File: src/design/xpath_step_recognizer_top_macros.svh
// ---------------------------------------------------------------------------
// XPath step recognizer assertion macros
// Shared concurrent assertion forms; each expects clk and rst_n in scope.
// ---------------------------------------------------------------------------
`ifndef XPATH_STEP_RECOGNIZER_TOP_MACROS_SVH
`define XPATH_STEP_RECOGNIZER_TOP_MACROS_SVH

// condition holds whenever the antecedent holds
`define XSR_ASSERT_IMPLIES(label, ante, cons) \
    label: assert property (@(posedge clk) disable iff (!rst_n) (ante) |-> (cons)) \
        else $error("xpath step recognizer: same-cycle check failed");

// condition holds in the cycle after the antecedent
`define XSR_ASSERT_NEXT(label, ante, cons) \
    label: assert property (@(posedge clk) disable iff (!rst_n) (ante) |=> (cons)) \
        else $error("xpath step recognizer: next-cycle check failed");

`endif

File: src/design/xsr_pkg.sv
// ---------------------------------------------------------------------------
// XPath step recognizer package
// Sizes, character codes, result codes, keyword tables and helpers.
// ---------------------------------------------------------------------------
`default_nettype none

package xsr_pkg;

    localparam int MAX_LEN = 256;
    localparam int POS_W   = $clog2(MAX_LEN + 1);
    localparam int KW_IDX_W = 4;
    localparam int KW_TXT_W = 88;

    localparam logic [7:0] CH_AT     = 8'h40;
    localparam logic [7:0] CH_LBRACK = 8'h5B;
    localparam logic [7:0] CH_EQ     = 8'h3D;
    localparam logic [7:0] CH_RBRACK = 8'h5D;
    localparam logic [7:0] CH_SPACE  = 8'h20;
    localparam logic [7:0] CH_TAB    = 8'h09;
    localparam logic [7:0] CH_CR     = 8'h0D;

    localparam logic [1:0] ST_OK    = 2'd0;
    localparam logic [1:0] ST_PRED  = 2'd1;
    localparam logic [1:0] ST_VALUE = 2'd2;
    localparam logic [1:0] ST_ERROR = 2'd3;

    localparam logic [1:0] AXIS_UNKNOWN   = 2'd0;
    localparam logic [1:0] AXIS_ATTRIBUTE = 2'd1;

    localparam logic [1:0] KW_ATTR   = 2'd0;
    localparam logic [1:0] KW_CHILD  = 2'd1;
    localparam logic [1:0] KW_PARENT = 2'd2;

    localparam logic [KW_TXT_W-1:0] KW_ATTR_TXT   = "attribute::";
    localparam logic [KW_TXT_W-1:0] KW_CHILD_TXT  = {"child::", 32'h0};
    localparam logic [KW_TXT_W-1:0] KW_PARENT_TXT = {"parent::", 24'h0};

    typedef struct packed {
        logic [7:0] char_code;
        logic       last;
    } in_beat_t;

    typedef struct packed {
        logic [1:0] status;
        logic [1:0] step_type;
        logic       name_given;
        logic [7:0] name_start;
        logic [7:0] name_len;
        logic [1:0] pred_type;
        logic       pred_name_given;
        logic [7:0] pred_name_start;
        logic [7:0] pred_name_len;
        logic [7:0] value_start;
        logic [7:0] value_len;
    } res_t;

    function automatic logic [KW_IDX_W-1:0] kw_len(input logic [1:0] k);
        logic [KW_IDX_W-1:0] len;
        unique case (k)
            KW_ATTR:   len = KW_IDX_W'(11);
            KW_CHILD:  len = KW_IDX_W'(7);
            KW_PARENT: len = KW_IDX_W'(8);
            default:   len = '0;
        endcase
        return len;
    endfunction

    function automatic logic kw_hit(input logic [1:0] k, input logic [KW_IDX_W-1:0] idx,
                                    input logic [7:0] c);
        logic [KW_TXT_W-1:0] txt;
        logic [KW_TXT_W-1:0] sh;
        unique case (k)
            KW_ATTR:   txt = KW_ATTR_TXT;
            KW_CHILD:  txt = KW_CHILD_TXT;
            KW_PARENT: txt = KW_PARENT_TXT;
            default:   txt = '0;
        endcase
        sh = txt << {idx, 3'b000};
        return (idx < kw_len(k)) && (sh[KW_TXT_W-1 -: 8] == c);
    endfunction

    function automatic logic is_ws(input logic [7:0] c);
        return (c == CH_SPACE) || ((c >= CH_TAB) && (c <= CH_CR));
    endfunction

    function automatic logic is_delim(input logic [7:0] c);
        return (c == CH_LBRACK) || (c == CH_EQ) || (c == CH_RBRACK) || is_ws(c);
    endfunction

    function automatic logic [7:0] sat8(input logic [POS_W-1:0] v);
        logic [POS_W+7:0] w;
        w = {8'd0, v};
        return (w > (POS_W+8)'(255)) ? 8'hFF : w[7:0];
    endfunction

endpackage

`default_nettype wire

File: src/design/xsr_char_if.sv
// ---------------------------------------------------------------------------
// XPath step recognizer character channel
// Valid/ready channel carrying one expression character per beat.
// ---------------------------------------------------------------------------
`default_nettype none

interface xsr_char_if;
    logic       valid;
    logic       ready;
    logic [7:0] char_code;
    logic       last;

    modport source (output valid, char_code, last, input ready);
    modport sink   (input valid, char_code, last, output ready);
endinterface

`default_nettype wire

File: src/design/xsr_step_if.sv
// ---------------------------------------------------------------------------
// XPath step recognizer result channel
// Valid/ready channel carrying one recognized step per beat.
// ---------------------------------------------------------------------------
`default_nettype none

interface xsr_step_if;
    logic       valid;
    logic       ready;
    logic [1:0] status;
    logic [1:0] step_type;
    logic       name_given;
    logic [7:0] name_start;
    logic [7:0] name_len;
    logic [1:0] pred_type;
    logic       pred_name_given;
    logic [7:0] pred_name_start;
    logic [7:0] pred_name_len;
    logic [7:0] value_start;
    logic [7:0] value_len;

    modport source (output valid, status, step_type, name_given, name_start, name_len,
                    pred_type, pred_name_given, pred_name_start, pred_name_len,
                    value_start, value_len, input ready);
    modport sink   (input valid, status, step_type, name_given, name_start, name_len,
                    pred_type, pred_name_given, pred_name_start, pred_name_len,
                    value_start, value_len, output ready);
endinterface

`default_nettype wire

File: src/design/xsr_in_stage.sv
// ---------------------------------------------------------------------------
// XPath step recognizer input stage
// Registers one character beat and frees itself as the parser consumes it.
// ---------------------------------------------------------------------------
`default_nettype none

module xsr_in_stage (
    input  wire logic      clk,
    input  wire logic      rst_n,
    xsr_char_if.sink       chars,
    input  wire logic      take,
    output logic           vld,
    output xsr_pkg::in_beat_t beat
);
    import xsr_pkg::*;

    logic     vld_reg;
    in_beat_t beat_reg;

    assign chars.ready = !vld_reg || take;
    assign vld         = vld_reg;
    assign beat        = beat_reg;

    always_ff @(posedge clk or negedge rst_n)
    begin
        if (!rst_n)
        begin
            vld_reg <= 1'b0;
        end
        else if (chars.valid && chars.ready)
        begin
            vld_reg <= 1'b1;
        end
        else if (take)
        begin
            vld_reg <= 1'b0;
        end
    end

    always_ff @(posedge clk)
    begin
        if (chars.valid && chars.ready)
        begin
            beat_reg.char_code <= chars.char_code;
            beat_reg.last      <= chars.last;
        end
    end

endmodule

`default_nettype wire

File: src/design/xsr_core.sv
// ---------------------------------------------------------------------------
// XPath step recognizer parser core
// Per-character state transition, keyword match, position tracking and
// end-of-expression result assembly.
// ---------------------------------------------------------------------------
`default_nettype none

module xsr_core (
    input  wire logic         clk,
    input  wire logic         rst_n,
    input  wire logic         vld,
    input  wire xsr_pkg::in_beat_t beat,
    input  wire logic         can_push,
    output logic              take,
    output logic              push,
    output xsr_pkg::res_t     res
);
    import xsr_pkg::*;

    typedef enum logic [3:0] {
        PH_S_AXIS,
        PH_S_NSTART,
        PH_S_NAME,
        PH_P_AXIS,
        PH_P_NSTART,
        PH_P_NAME,
        PH_P_EQ,
        PH_P_QUOTE,
        PH_P_VALUE,
        PH_DONE,
        PH_ERROR
    } phase_t;

    typedef struct packed {
        logic [1:0]       status;
        logic [1:0]       step_type;
        logic             name_given;
        logic [POS_W-1:0] name_start;
        logic [POS_W-1:0] name_len;
        logic [1:0]       pred_type;
        logic             pred_name_given;
        logic [POS_W-1:0] pred_start;
        logic [POS_W-1:0] pred_len;
        logic [POS_W-1:0] value_start;
        logic [POS_W-1:0] value_len;
    } kept_t;

    phase_t              phase_reg, phase_next;
    logic [POS_W-1:0]    pos_reg, pos_next;
    logic [2:0]          cand_reg, cand_next;
    logic [KW_IDX_W-1:0] pidx_reg, pidx_next;
    logic [7:0]          quote_reg, quote_next;
    logic                fin_reg, fin_next;
    kept_t               kept_reg, kept_next;

    logic       go;
    logic       pred;
    logic       err;
    logic [2:0] m;
    logic [7:0] c;
    kept_t      kf;

    assign take = vld && (!beat.last || can_push);
    assign push = take && beat.last;

    always_comb
    begin
        phase_next = phase_reg;
        pos_next   = pos_reg;
        cand_next  = cand_reg;
        pidx_next  = pidx_reg;
        quote_next = quote_reg;
        fin_next   = fin_reg;
        kept_next  = kept_reg;
        go         = 1'b0;
        pred       = 1'b0;
        m          = '0;
        c          = beat.char_code;

        if (!fin_reg)
        begin
            if (c == 8'd0)
            begin
                fin_next = 1'b1;
            end
            else if (pos_reg < POS_W'(MAX_LEN))
            begin
                go       = (phase_reg != PH_ERROR);
                pos_next = pos_reg + 1'b1;
            end
            else
            begin
                phase_next = PH_ERROR;
            end
        end

        // axis prefix
        if (go && (phase_next == PH_S_AXIS || phase_next == PH_P_AXIS))
        begin
            pred = (phase_next == PH_P_AXIS);
            if (pidx_reg == '0 && c == CH_AT)
            begin
                if (pred)
                    kept_next.pred_type = AXIS_ATTRIBUTE;
                else
                    kept_next.step_type = AXIS_ATTRIBUTE;
                phase_next = pred ? PH_P_NSTART : PH_S_NSTART;
                go = 1'b0;
            end
            else
            begin
                for (int k = 0; k < 3; k++)
                    m[k] = cand_reg[k] && kw_hit(2'(k), pidx_reg, c);
                if (m == '0)
                begin
                    if (pidx_reg == '0)
                    begin
                        phase_next = pred ? PH_P_NSTART : PH_S_NSTART;
                    end
                    else
                    begin
                        if (pred)
                            kept_next.pred_name_given = 1'b1;
                        else
                            kept_next.name_given = 1'b1;
                        phase_next = pred ? PH_P_NAME : PH_S_NAME;
                    end
                end
                else
                begin
                    cand_next = m;
                    pidx_next = pidx_reg + 1'b1;
                    for (int k = 0; k < 3; k++)
                    begin
                        if (m[k] && pidx_next == kw_len(2'(k)))
                        begin
                            if (pred)
                                kept_next.pred_type = 2'(k + 1);
                            else
                                kept_next.step_type = 2'(k + 1);
                            phase_next = pred ? PH_P_NSTART : PH_S_NSTART;
                        end
                    end
                    go = 1'b0;
                end
            end
        end

        // name start
        if (go && (phase_next == PH_S_NSTART || phase_next == PH_P_NSTART))
        begin
            pred = (phase_next == PH_P_NSTART);
            if (c == CH_LBRACK)
            begin
                if (pred)
                begin
                    kept_next.status = ST_PRED;
                    phase_next = PH_DONE;
                end
                else
                begin
                    phase_next = PH_P_AXIS;
                    kept_next.pred_start = pos_reg + 1'b1;
                    cand_next = 3'b111;
                    pidx_next = '0;
                end
                go = 1'b0;
            end
            else if (pred)
            begin
                kept_next.pred_name_given = 1'b1;
                kept_next.pred_start = pos_reg;
                phase_next = PH_P_NAME;
            end
            else
            begin
                kept_next.name_given = 1'b1;
                kept_next.name_start = pos_reg;
                phase_next = PH_S_NAME;
            end
        end

        if (go && phase_next == PH_S_NAME)
        begin
            if (is_delim(c))
            begin
                kept_next.name_len = pos_reg - kept_next.name_start;
                if (c == CH_LBRACK)
                begin
                    phase_next = PH_P_AXIS;
                    kept_next.pred_start = pos_reg + 1'b1;
                    cand_next = 3'b111;
                    pidx_next = '0;
                end
                else
                begin
                    kept_next.status = ST_OK;
                    phase_next = PH_DONE;
                end
            end
            go = 1'b0;
        end

        if (go && phase_next == PH_P_NAME)
        begin
            if (is_delim(c))
            begin
                kept_next.pred_len = pos_reg - kept_next.pred_start;
                phase_next = PH_P_EQ;
            end
            else
            begin
                go = 1'b0;
            end
        end

        if (go && phase_next == PH_P_EQ)
        begin
            if (!is_ws(c))
            begin
                if (c == CH_EQ)
                begin
                    phase_next = PH_P_QUOTE;
                end
                else
                begin
                    kept_next.status = ST_PRED;
                    phase_next = PH_DONE;
                end
            end
            go = 1'b0;
        end

        if (go && phase_next == PH_P_QUOTE)
        begin
            if (!is_ws(c))
            begin
                quote_next = c;
                kept_next.value_start = pos_reg + 1'b1;
                phase_next = PH_P_VALUE;
            end
            go = 1'b0;
        end

        if (go && phase_next == PH_P_VALUE)
        begin
            if (c == quote_reg)
            begin
                kept_next.value_len = pos_reg - kept_next.value_start;
                kept_next.status = ST_VALUE;
                phase_next = PH_DONE;
            end
        end
    end

    // close the expression and assemble the result
    always_comb
    begin
        kf  = kept_next;
        err = 1'b0;
        res = '0;

        unique case (phase_next)
            PH_S_AXIS:
            begin
                if (pos_next == '0)
                begin
                    err = 1'b1;
                end
                else
                begin
                    kf.name_given = 1'b1;
                    kf.name_len   = POS_W'(pidx_next);
                    kf.status     = ST_OK;
                end
            end
            PH_P_AXIS:
            begin
                if (pidx_next != '0)
                begin
                    kf.pred_name_given = 1'b1;
                    kf.pred_len        = POS_W'(pidx_next);
                end
                kf.status = ST_PRED;
            end
            PH_S_NSTART: kf.status = ST_OK;
            PH_P_NSTART: kf.status = ST_PRED;
            PH_S_NAME:
            begin
                kf.name_len = pos_next - kf.name_start;
                kf.status   = ST_OK;
            end
            PH_P_NAME:
            begin
                kf.pred_len = pos_next - kf.pred_start;
                kf.status   = ST_PRED;
            end
            PH_P_EQ:     kf.status = ST_PRED;
            PH_DONE:     kf.status = kept_next.status;
            default:     err = 1'b1;
        endcase

        res.status = err ? ST_ERROR : kf.status;
        if (!err)
        begin
            res.step_type  = kf.step_type;
            res.name_given = kf.name_given;
            if (kf.name_given)
            begin
                res.name_start = sat8(kf.name_start);
                res.name_len   = sat8(kf.name_len);
            end
            if (kf.status != ST_OK)
            begin
                res.pred_type       = kf.pred_type;
                res.pred_name_given = kf.pred_name_given;
                if (kf.pred_name_given)
                begin
                    res.pred_name_start = sat8(kf.pred_start);
                    res.pred_name_len   = sat8(kf.pred_len);
                end
            end
            if (kf.status == ST_VALUE)
            begin
                res.value_start = sat8(kf.value_start);
                res.value_len   = sat8(kf.value_len);
            end
        end
    end

    always_ff @(posedge clk or negedge rst_n)
    begin
        if (!rst_n)
        begin
            phase_reg <= PH_S_AXIS;
            pos_reg   <= '0;
            cand_reg  <= 3'b111;
            pidx_reg  <= '0;
            quote_reg <= '0;
            fin_reg   <= 1'b0;
            kept_reg  <= '0;
        end
        else if (take)
        begin
            if (beat.last)
            begin
                phase_reg <= PH_S_AXIS;
                pos_reg   <= '0;
                cand_reg  <= 3'b111;
                pidx_reg  <= '0;
                quote_reg <= '0;
                fin_reg   <= 1'b0;
                kept_reg  <= '0;
            end
            else
            begin
                phase_reg <= phase_next;
                pos_reg   <= pos_next;
                cand_reg  <= cand_next;
                pidx_reg  <= pidx_next;
                quote_reg <= quote_next;
                fin_reg   <= fin_next;
                kept_reg  <= kept_next;
            end
        end
    end

endmodule

`default_nettype wire

File: src/design/xsr_out_stage.sv
// ---------------------------------------------------------------------------
// XPath step recognizer output stage
// Result register driving the step channel; accepts a new result as the
// current one leaves.
// ---------------------------------------------------------------------------
`default_nettype none

module xsr_out_stage (
    input  wire logic          clk,
    input  wire logic          rst_n,
    input  wire logic          push,
    input  wire xsr_pkg::res_t res,
    output logic               can_push,
    xsr_step_if.source         steps
);
    import xsr_pkg::*;

    logic valid_reg;
    res_t res_reg;

    assign can_push = !valid_reg || steps.ready;

    assign steps.valid           = valid_reg;
    assign steps.status          = res_reg.status;
    assign steps.step_type       = res_reg.step_type;
    assign steps.name_given      = res_reg.name_given;
    assign steps.name_start      = res_reg.name_start;
    assign steps.name_len        = res_reg.name_len;
    assign steps.pred_type       = res_reg.pred_type;
    assign steps.pred_name_given = res_reg.pred_name_given;
    assign steps.pred_name_start = res_reg.pred_name_start;
    assign steps.pred_name_len   = res_reg.pred_name_len;
    assign steps.value_start     = res_reg.value_start;
    assign steps.value_len       = res_reg.value_len;

    always_ff @(posedge clk or negedge rst_n)
    begin
        if (!rst_n)
        begin
            valid_reg <= 1'b0;
        end
        else if (push)
        begin
            valid_reg <= 1'b1;
        end
        else if (steps.ready)
        begin
            valid_reg <= 1'b0;
        end
    end

    always_ff @(posedge clk)
    begin
        if (push)
        begin
            res_reg <= res;
        end
    end

endmodule

`default_nettype wire

File: src/design/xpath_step_recognizer_top.sv
// ---------------------------------------------------------------------------
// XPath step recognizer
// Parses one XPath step a character per beat and reports axis, name and
// predicate positions on the final character.
// ---------------------------------------------------------------------------
// One character beat is taken every cycle; each beat passes the input
// register, the combinational parse logic and the result register, so the
// result of an expression is on the step channel in the cycle after its last
// beat is taken. The character side stalls only when a last beat waits for the
// result register to free up. No clearing pass is needed after reset.
`default_nettype none

`include "xpath_step_recognizer_top_macros.svh"

module xpath_step_recognizer_top (
    input  wire logic  clk,
    input  wire logic  rst_n,
    xsr_char_if.sink   chars,
    xsr_step_if.source steps
);
    import xsr_pkg::*;

    logic     in_vld;
    in_beat_t in_beat;
    logic     take;
    logic     push;
    logic     can_push;
    res_t     res;

    xsr_in_stage u_in (
        .clk   (clk),
        .rst_n (rst_n),
        .chars (chars),
        .take  (take),
        .vld   (in_vld),
        .beat  (in_beat)
    );

    xsr_core u_core (
        .clk      (clk),
        .rst_n    (rst_n),
        .vld      (in_vld),
        .beat     (in_beat),
        .can_push (can_push),
        .take     (take),
        .push     (push),
        .res      (res)
    );

    xsr_out_stage u_out (
        .clk      (clk),
        .rst_n    (rst_n),
        .push     (push),
        .res      (res),
        .can_push (can_push),
        .steps    (steps)
    );

    `XSR_ASSERT_NEXT(a_push_shows, push, steps.valid)
    `XSR_ASSERT_IMPLIES(a_push_has_room, push, can_push && take && in_beat.last)
    `XSR_ASSERT_IMPLIES(a_error_clear,
        steps.valid && steps.status == ST_ERROR,
        steps.step_type == AXIS_UNKNOWN && !steps.name_given &&
        steps.name_len == 8'd0 && steps.value_len == 8'd0)
    `XSR_ASSERT_IMPLIES(a_no_name_zero,
        steps.valid && !steps.name_given,
        steps.name_start == 8'd0 && steps.name_len == 8'd0)

endmodule

`default_nettype wire

File: src/flat_wrapper.sv
// flat-port wrapper written by rule: the top's interface ports become plain ports
module xpath_step_recognizer_top_flat import xsr_pkg::*;
  (clk, rst_n, chars_valid, chars_char_code, chars_last, chars_ready, steps_valid, steps_status, steps_step_type, steps_name_given, steps_name_start, steps_name_len, steps_pred_type, steps_pred_name_given, steps_pred_name_start, steps_pred_name_len, steps_value_start, steps_value_len, steps_ready);
  xsr_char_if chars_i ();
  xsr_step_if steps_i ();
  input  wire logic clk;
  input  wire logic rst_n;
  input wire logic [$bits(chars_i.valid)-1:0] chars_valid;
  input wire logic [$bits(chars_i.char_code)-1:0] chars_char_code;
  input wire logic [$bits(chars_i.last)-1:0] chars_last;
  output wire logic [$bits(chars_i.ready)-1:0] chars_ready;
  output wire logic [$bits(steps_i.valid)-1:0] steps_valid;
  output wire logic [$bits(steps_i.status)-1:0] steps_status;
  output wire logic [$bits(steps_i.step_type)-1:0] steps_step_type;
  output wire logic [$bits(steps_i.name_given)-1:0] steps_name_given;
  output wire logic [$bits(steps_i.name_start)-1:0] steps_name_start;
  output wire logic [$bits(steps_i.name_len)-1:0] steps_name_len;
  output wire logic [$bits(steps_i.pred_type)-1:0] steps_pred_type;
  output wire logic [$bits(steps_i.pred_name_given)-1:0] steps_pred_name_given;
  output wire logic [$bits(steps_i.pred_name_start)-1:0] steps_pred_name_start;
  output wire logic [$bits(steps_i.pred_name_len)-1:0] steps_pred_name_len;
  output wire logic [$bits(steps_i.value_start)-1:0] steps_value_start;
  output wire logic [$bits(steps_i.value_len)-1:0] steps_value_len;
  input wire logic [$bits(steps_i.ready)-1:0] steps_ready;
  assign chars_i.valid = chars_valid;
  assign chars_i.char_code = chars_char_code;
  assign chars_i.last = chars_last;
  assign chars_ready = chars_i.ready;
  assign steps_valid = steps_i.valid;
  assign steps_status = steps_i.status;
  assign steps_step_type = steps_i.step_type;
  assign steps_name_given = steps_i.name_given;
  assign steps_name_start = steps_i.name_start;
  assign steps_name_len = steps_i.name_len;
  assign steps_pred_type = steps_i.pred_type;
  assign steps_pred_name_given = steps_i.pred_name_given;
  assign steps_pred_name_start = steps_i.pred_name_start;
  assign steps_pred_name_len = steps_i.pred_name_len;
  assign steps_value_start = steps_i.value_start;
  assign steps_value_len = steps_i.value_len;
  assign steps_i.ready = steps_ready;
  xpath_step_recognizer_top u_core (.clk(clk), .rst_n(rst_n), .chars(chars_i), .steps(steps_i));
endmodule
File: config.mk
export PLATFORM = sky130hd
export DESIGN_NAME = xpath_step_recognizer_top_flat
export DESIGN_NICKNAME = d
export VERILOG_FILES = /design/src/design/xsr_pkg.sv /design/src/design/xsr_char_if.sv /design/src/design/xsr_step_if.sv /design/src/design/xsr_in_stage.sv /design/src/design/xsr_core.sv /design/src/design/xsr_out_stage.sv /design/src/design/xpath_step_recognizer_top.sv /design/src/flat_wrapper.sv
export VERILOG_INCLUDE_DIRS = /design/src /design/src/design
export SDC_FILE = /design/constraint.sdc
export NUM_CORES = 1
export LEC_CHECK = 0
export BUFFER_PORTS_ARGS = -buffer_cell sky130_fd_sc_hd__buf_4
export CORE_MARGIN = 10
export CORE_UTILIZATION = 55
export DETAILED_ROUTE_END_ITERATION = 8
export PLACE_DENSITY = 0.85
export SLEW_MARGIN = 20
export SYNTH_ARGS = -nofsm -noshare
export SYNTH_HDL_FRONTEND = slang
export SYNTH_HIERARCHICAL = 1
export SYNTH_SLANG_ARGS = --single-unit
File: constraint.sdc
create_clock -name clk -period 21.4 [get_ports clk]
set_input_delay 3.21 -clock clk [delete_from_list [all_inputs] [get_ports clk]]
set_output_delay 3.21 -clock clk [all_outputs]
set_load 0.005 [all_outputs]
==> flow_metrics.env <==
export IMPL_cp_top_family="compound AO/OA/AOI/OAI gates"
export IMPL_final_common_cell="nand2_1"
export IMPL_drive_gt1_frac=0.141
export IMPL_cpMaxStageDelayCell="or4_1"
export IMPL_finClkSkew_ps=13.2
export IMPL_viasPerCell=6.51
export IMPL_synth_ff_type="dfrtp_1"
export IMPL_critical_path_class="register to register"
export IMPL_port_buffers=70
export IMPL_cts_tree="built"
export IMPL_grt_pass1_wl_mm=52.4
export IMPL_cellPowerDensity_nw_per_um2=129
export IMPL_clock_path_buffers=2
export IMPL_synth_compound_area_share=0.248
export IMPL_synth_seq_area_share=0.381
export IMPL_overflow=0
export IMPL_setup_viol=0
export IMPL_hold_start="u_core/u_core/kept_reg[54]"
export IMPL_hold_class="register to register"
export IMPL_wl_per_cell_um=21.5
export IMPL_cts_resized_gates=0
export IMPL_crit_start="u_core/u_core/pidx_reg[0]"
export IMPL_insertion_delay_ps=430
export IMPL_cts_root_buf="clkbuf_16"
export IMPL_setup_tns_ps=0
export IMPL_finalCritPeriodShare=0.408
export IMPL_htree_levels=4
export IMPL_startpoint_type="register"
export IMPL_power_total_mw=1.62
export IMPL_post_dp_hpwl_mm=23.3
export IMPL_r2r_end="u_core/u_out/steps.value_len[2]"
export IMPL_syn_num_nets=1292
export IMPL_ant_nets=0
export IMPL_start_util=0.557
export IMPL_drv_slew=0
export IMPL_ys_ff_latch=158
export IMPL_syn_area_um2=11200
export IMPL_drt_iter0_drc=1240
export IMPL_fin_ws_ps=12670
export IMPL_synth_top_area_share=0.200
export IMPL_drc=0
export IMPL_maxCapViolCount=0
export IMPL_dpl_cell_area_um2=11900
export IMPL_clk_pin_slew_ps=70
export IMPL_avgSynthCellArea_um2=9.19
export IMPL_largest_reg_flops=62
export IMPL_final_cell_area_um2=12500
export IMPL_grt_max_degree=77
export IMPL_boundaryPins=71
export IMPL_dieHeight_um=163
export IMPL_synth_top_area_cell="dfrtp_1"
export IMPL_async_flop_share=0.589
export IMPL_rrSetupSlack_ps=12670
export IMPL_antenna_cells=0
export IMPL_synth_top_family_by_area="compound AO/OA/AOI/OAI gates"
export IMPL_rows=52
export IMPL_critPathCaptureType="register"
export IMPL_cts_hold_buf=0
export IMPL_path_buf_inv=2
export IMPL_cts_buffers=17
export IMPL_pre_cts_ws_ps=12930
export IMPL_antenna_found_initial=0
export IMPL_reg2reg_from="u_core/u_core/pidx_reg[0]"
export IMPL_nets=1324
export IMPL_cts_sinks=158
export IMPL_area_growth_pct=11.5
export IMPL_leakagePower_nw=5.05
export IMPL_cp_max_fo=24
export IMPL_maxSlewHeadroom=0.277
export IMPL_dr_pass1_iters=6
export IMPL_die_x_um=163
export IMPL_place_congestion=0.992
export IMPL_irDropWorstVdd_uv=103
export IMPL_layout_min_cycle_time_ps=8730
export IMPL_hold_ws_ps=488
export IMPL_arrival_ps=8870
export IMPL_cp_common_cell="a21oi_1"
export IMPL_grt_setup_unrepaired="false"
export IMPL_r2r_worst_path_cells=27
export IMPL_die_area_um2=26600
export IMPL_synth_edff_count=65
export IMPL_core_um2=20200
export IMPL_hold_violations=0
export IMPL_max_stage_delay_ps=930
export IMPL_status="finished clean"
export IMPL_hold_depth=2
export IMPL_synthAdderAreaFrac=0.0657
export IMPL_fmax_ghz=0.115
export IMPL_synth_xor_area_share=0.0577
export IMPL_required_ps=21540
export IMPL_grt_usage=0.245
export IMPL_worstMarginPinSlew_ps=1080
export IMPL_routed_wl_mm=33.1
export IMPL_yosysUniqueCellTypes=98
export IMPL_synth_simple_gate_area_share=0.169
export IMPL_grt_pass1_vias=9687
export IMPL_num_vias=10000
export IMPL_synth_cells=1223
export IMPL_layout_common_cells="nand2_1, a21oi_1, o21ai_0"
export IMPL_nFillCells=1659
export IMPL_ys_warnings_count=6
export IMPL_post_cts_buffers=0
export IMPL_synth_area_leaders="dfrtp_1, edfxtp_1, ha_1"
export IMPL_holdPathEnd="u_core/u_core/kept_reg[54]"
export IMPL_synthMuxAreaShare=0.0361
==> worst min-delay path: cells and delay by family, from the launching register on <==
family           cells  cell delay (ps)
AO/OA/AOI/OAI        1               60
AND/OR/NAND/NOR      1               40
flip-flops           1              340
==> per-layer routing <==
metal,up-vias,track usage,wire [um]
li1,4575,-,-
met1,4804,0.334,13900
met2,551,0.376,15000
met3,86,0.0513,3120
met4,0,0.0910,994
met5,-,0,0
==> worst max-delay path by stage <==
| stage | slack [ps] | to | cells past startpoint |
|---|---|---|---|
| 6_report | 12670 | u_core/u_out/steps.value_len[2] | 27 |
| 5_1_grt | 12140 | u_core/u_out/steps.value_len[0] | 27 |
| 4_1_cts | 12840 | u_core/u_out/steps.value_len[2] | 27 |
| 3_5_place_dp | 12930 | u_core/u_out/steps.value_len[2] | 27 |
| 3_3_place_gp | 13090 | chars_ready | 7 |
| 2_1_floorplan | 14130 | chars_ready | 5 |
==> metrics by stage <==
stage               std cells   util
floorplan                1223      -
global placement         1506  0.591
detailed placement       1506  0.591
CTS                      1538  0.621
global route             1538  0.621
finish                   1538  0.621
==> synthesized netlist by cell type (5+ instances only) <==
cell and n:
o211ai_1 5, dfrtp_1 90, inv_1 32, nor2_1 81, nor4b_1 5, and2_1 10
fa_1 5, ha_1 51, buf_2 10, nor2b_1 17, o31ai_1 7, a31oi_1 27
or3_1 12, a22oi_1 13, xor2_1 25, nand2_1 124, a21oi_1 100, o22ai_1 5
or2_2 9, a21o_1 39, nor4_1 5, o21ai_0 99, xnor2_1 49, edfxtp_1 65
nand3_1 24, nor3_1 14, a211oi_1 8, a21oi_2 11, nand4_1 7, clkbuf_1 48
buf_6 5, nand2b_1 21, and3_1 14, o21a_1 10, a22o_1 20, mux2i_1 38
or4_1 8
==> where the power goes <==
group	switching, mW	internal [mW]
Clock	0.140	0.177
Sequential	0.0332	0.363
Combinational	0.558	0.346
==> layout make-up <==
class / count / area, um2 / share of cell area
repair buffers: 86 / 646 / 0.0515
inverters: 34 / 128 / 0.0102
clock inverters: 14 / 179 / 0.0143
well taps: 270 / 338 / 0.0270
multi-input cells: 958 / 6530 / 0.521
flip-flops and latches: 158 / 4280 / 0.342
clock buffers: 18 / 429 / 0.0342
==> cell families (layout without fill, tap and decap cells) <==
group,after synthesis,after routing
adder cells (fa/ha/maj),56,56
AO/OA/AOI/OAI,412,412
flip-flops,158,158
multiplexers,40,40
XOR/XNOR,74,74
AND/OR/NAND/NOR,376,376
buffers and inverters,107,152
No activity file was read; power rests on OpenSTA's default activity.
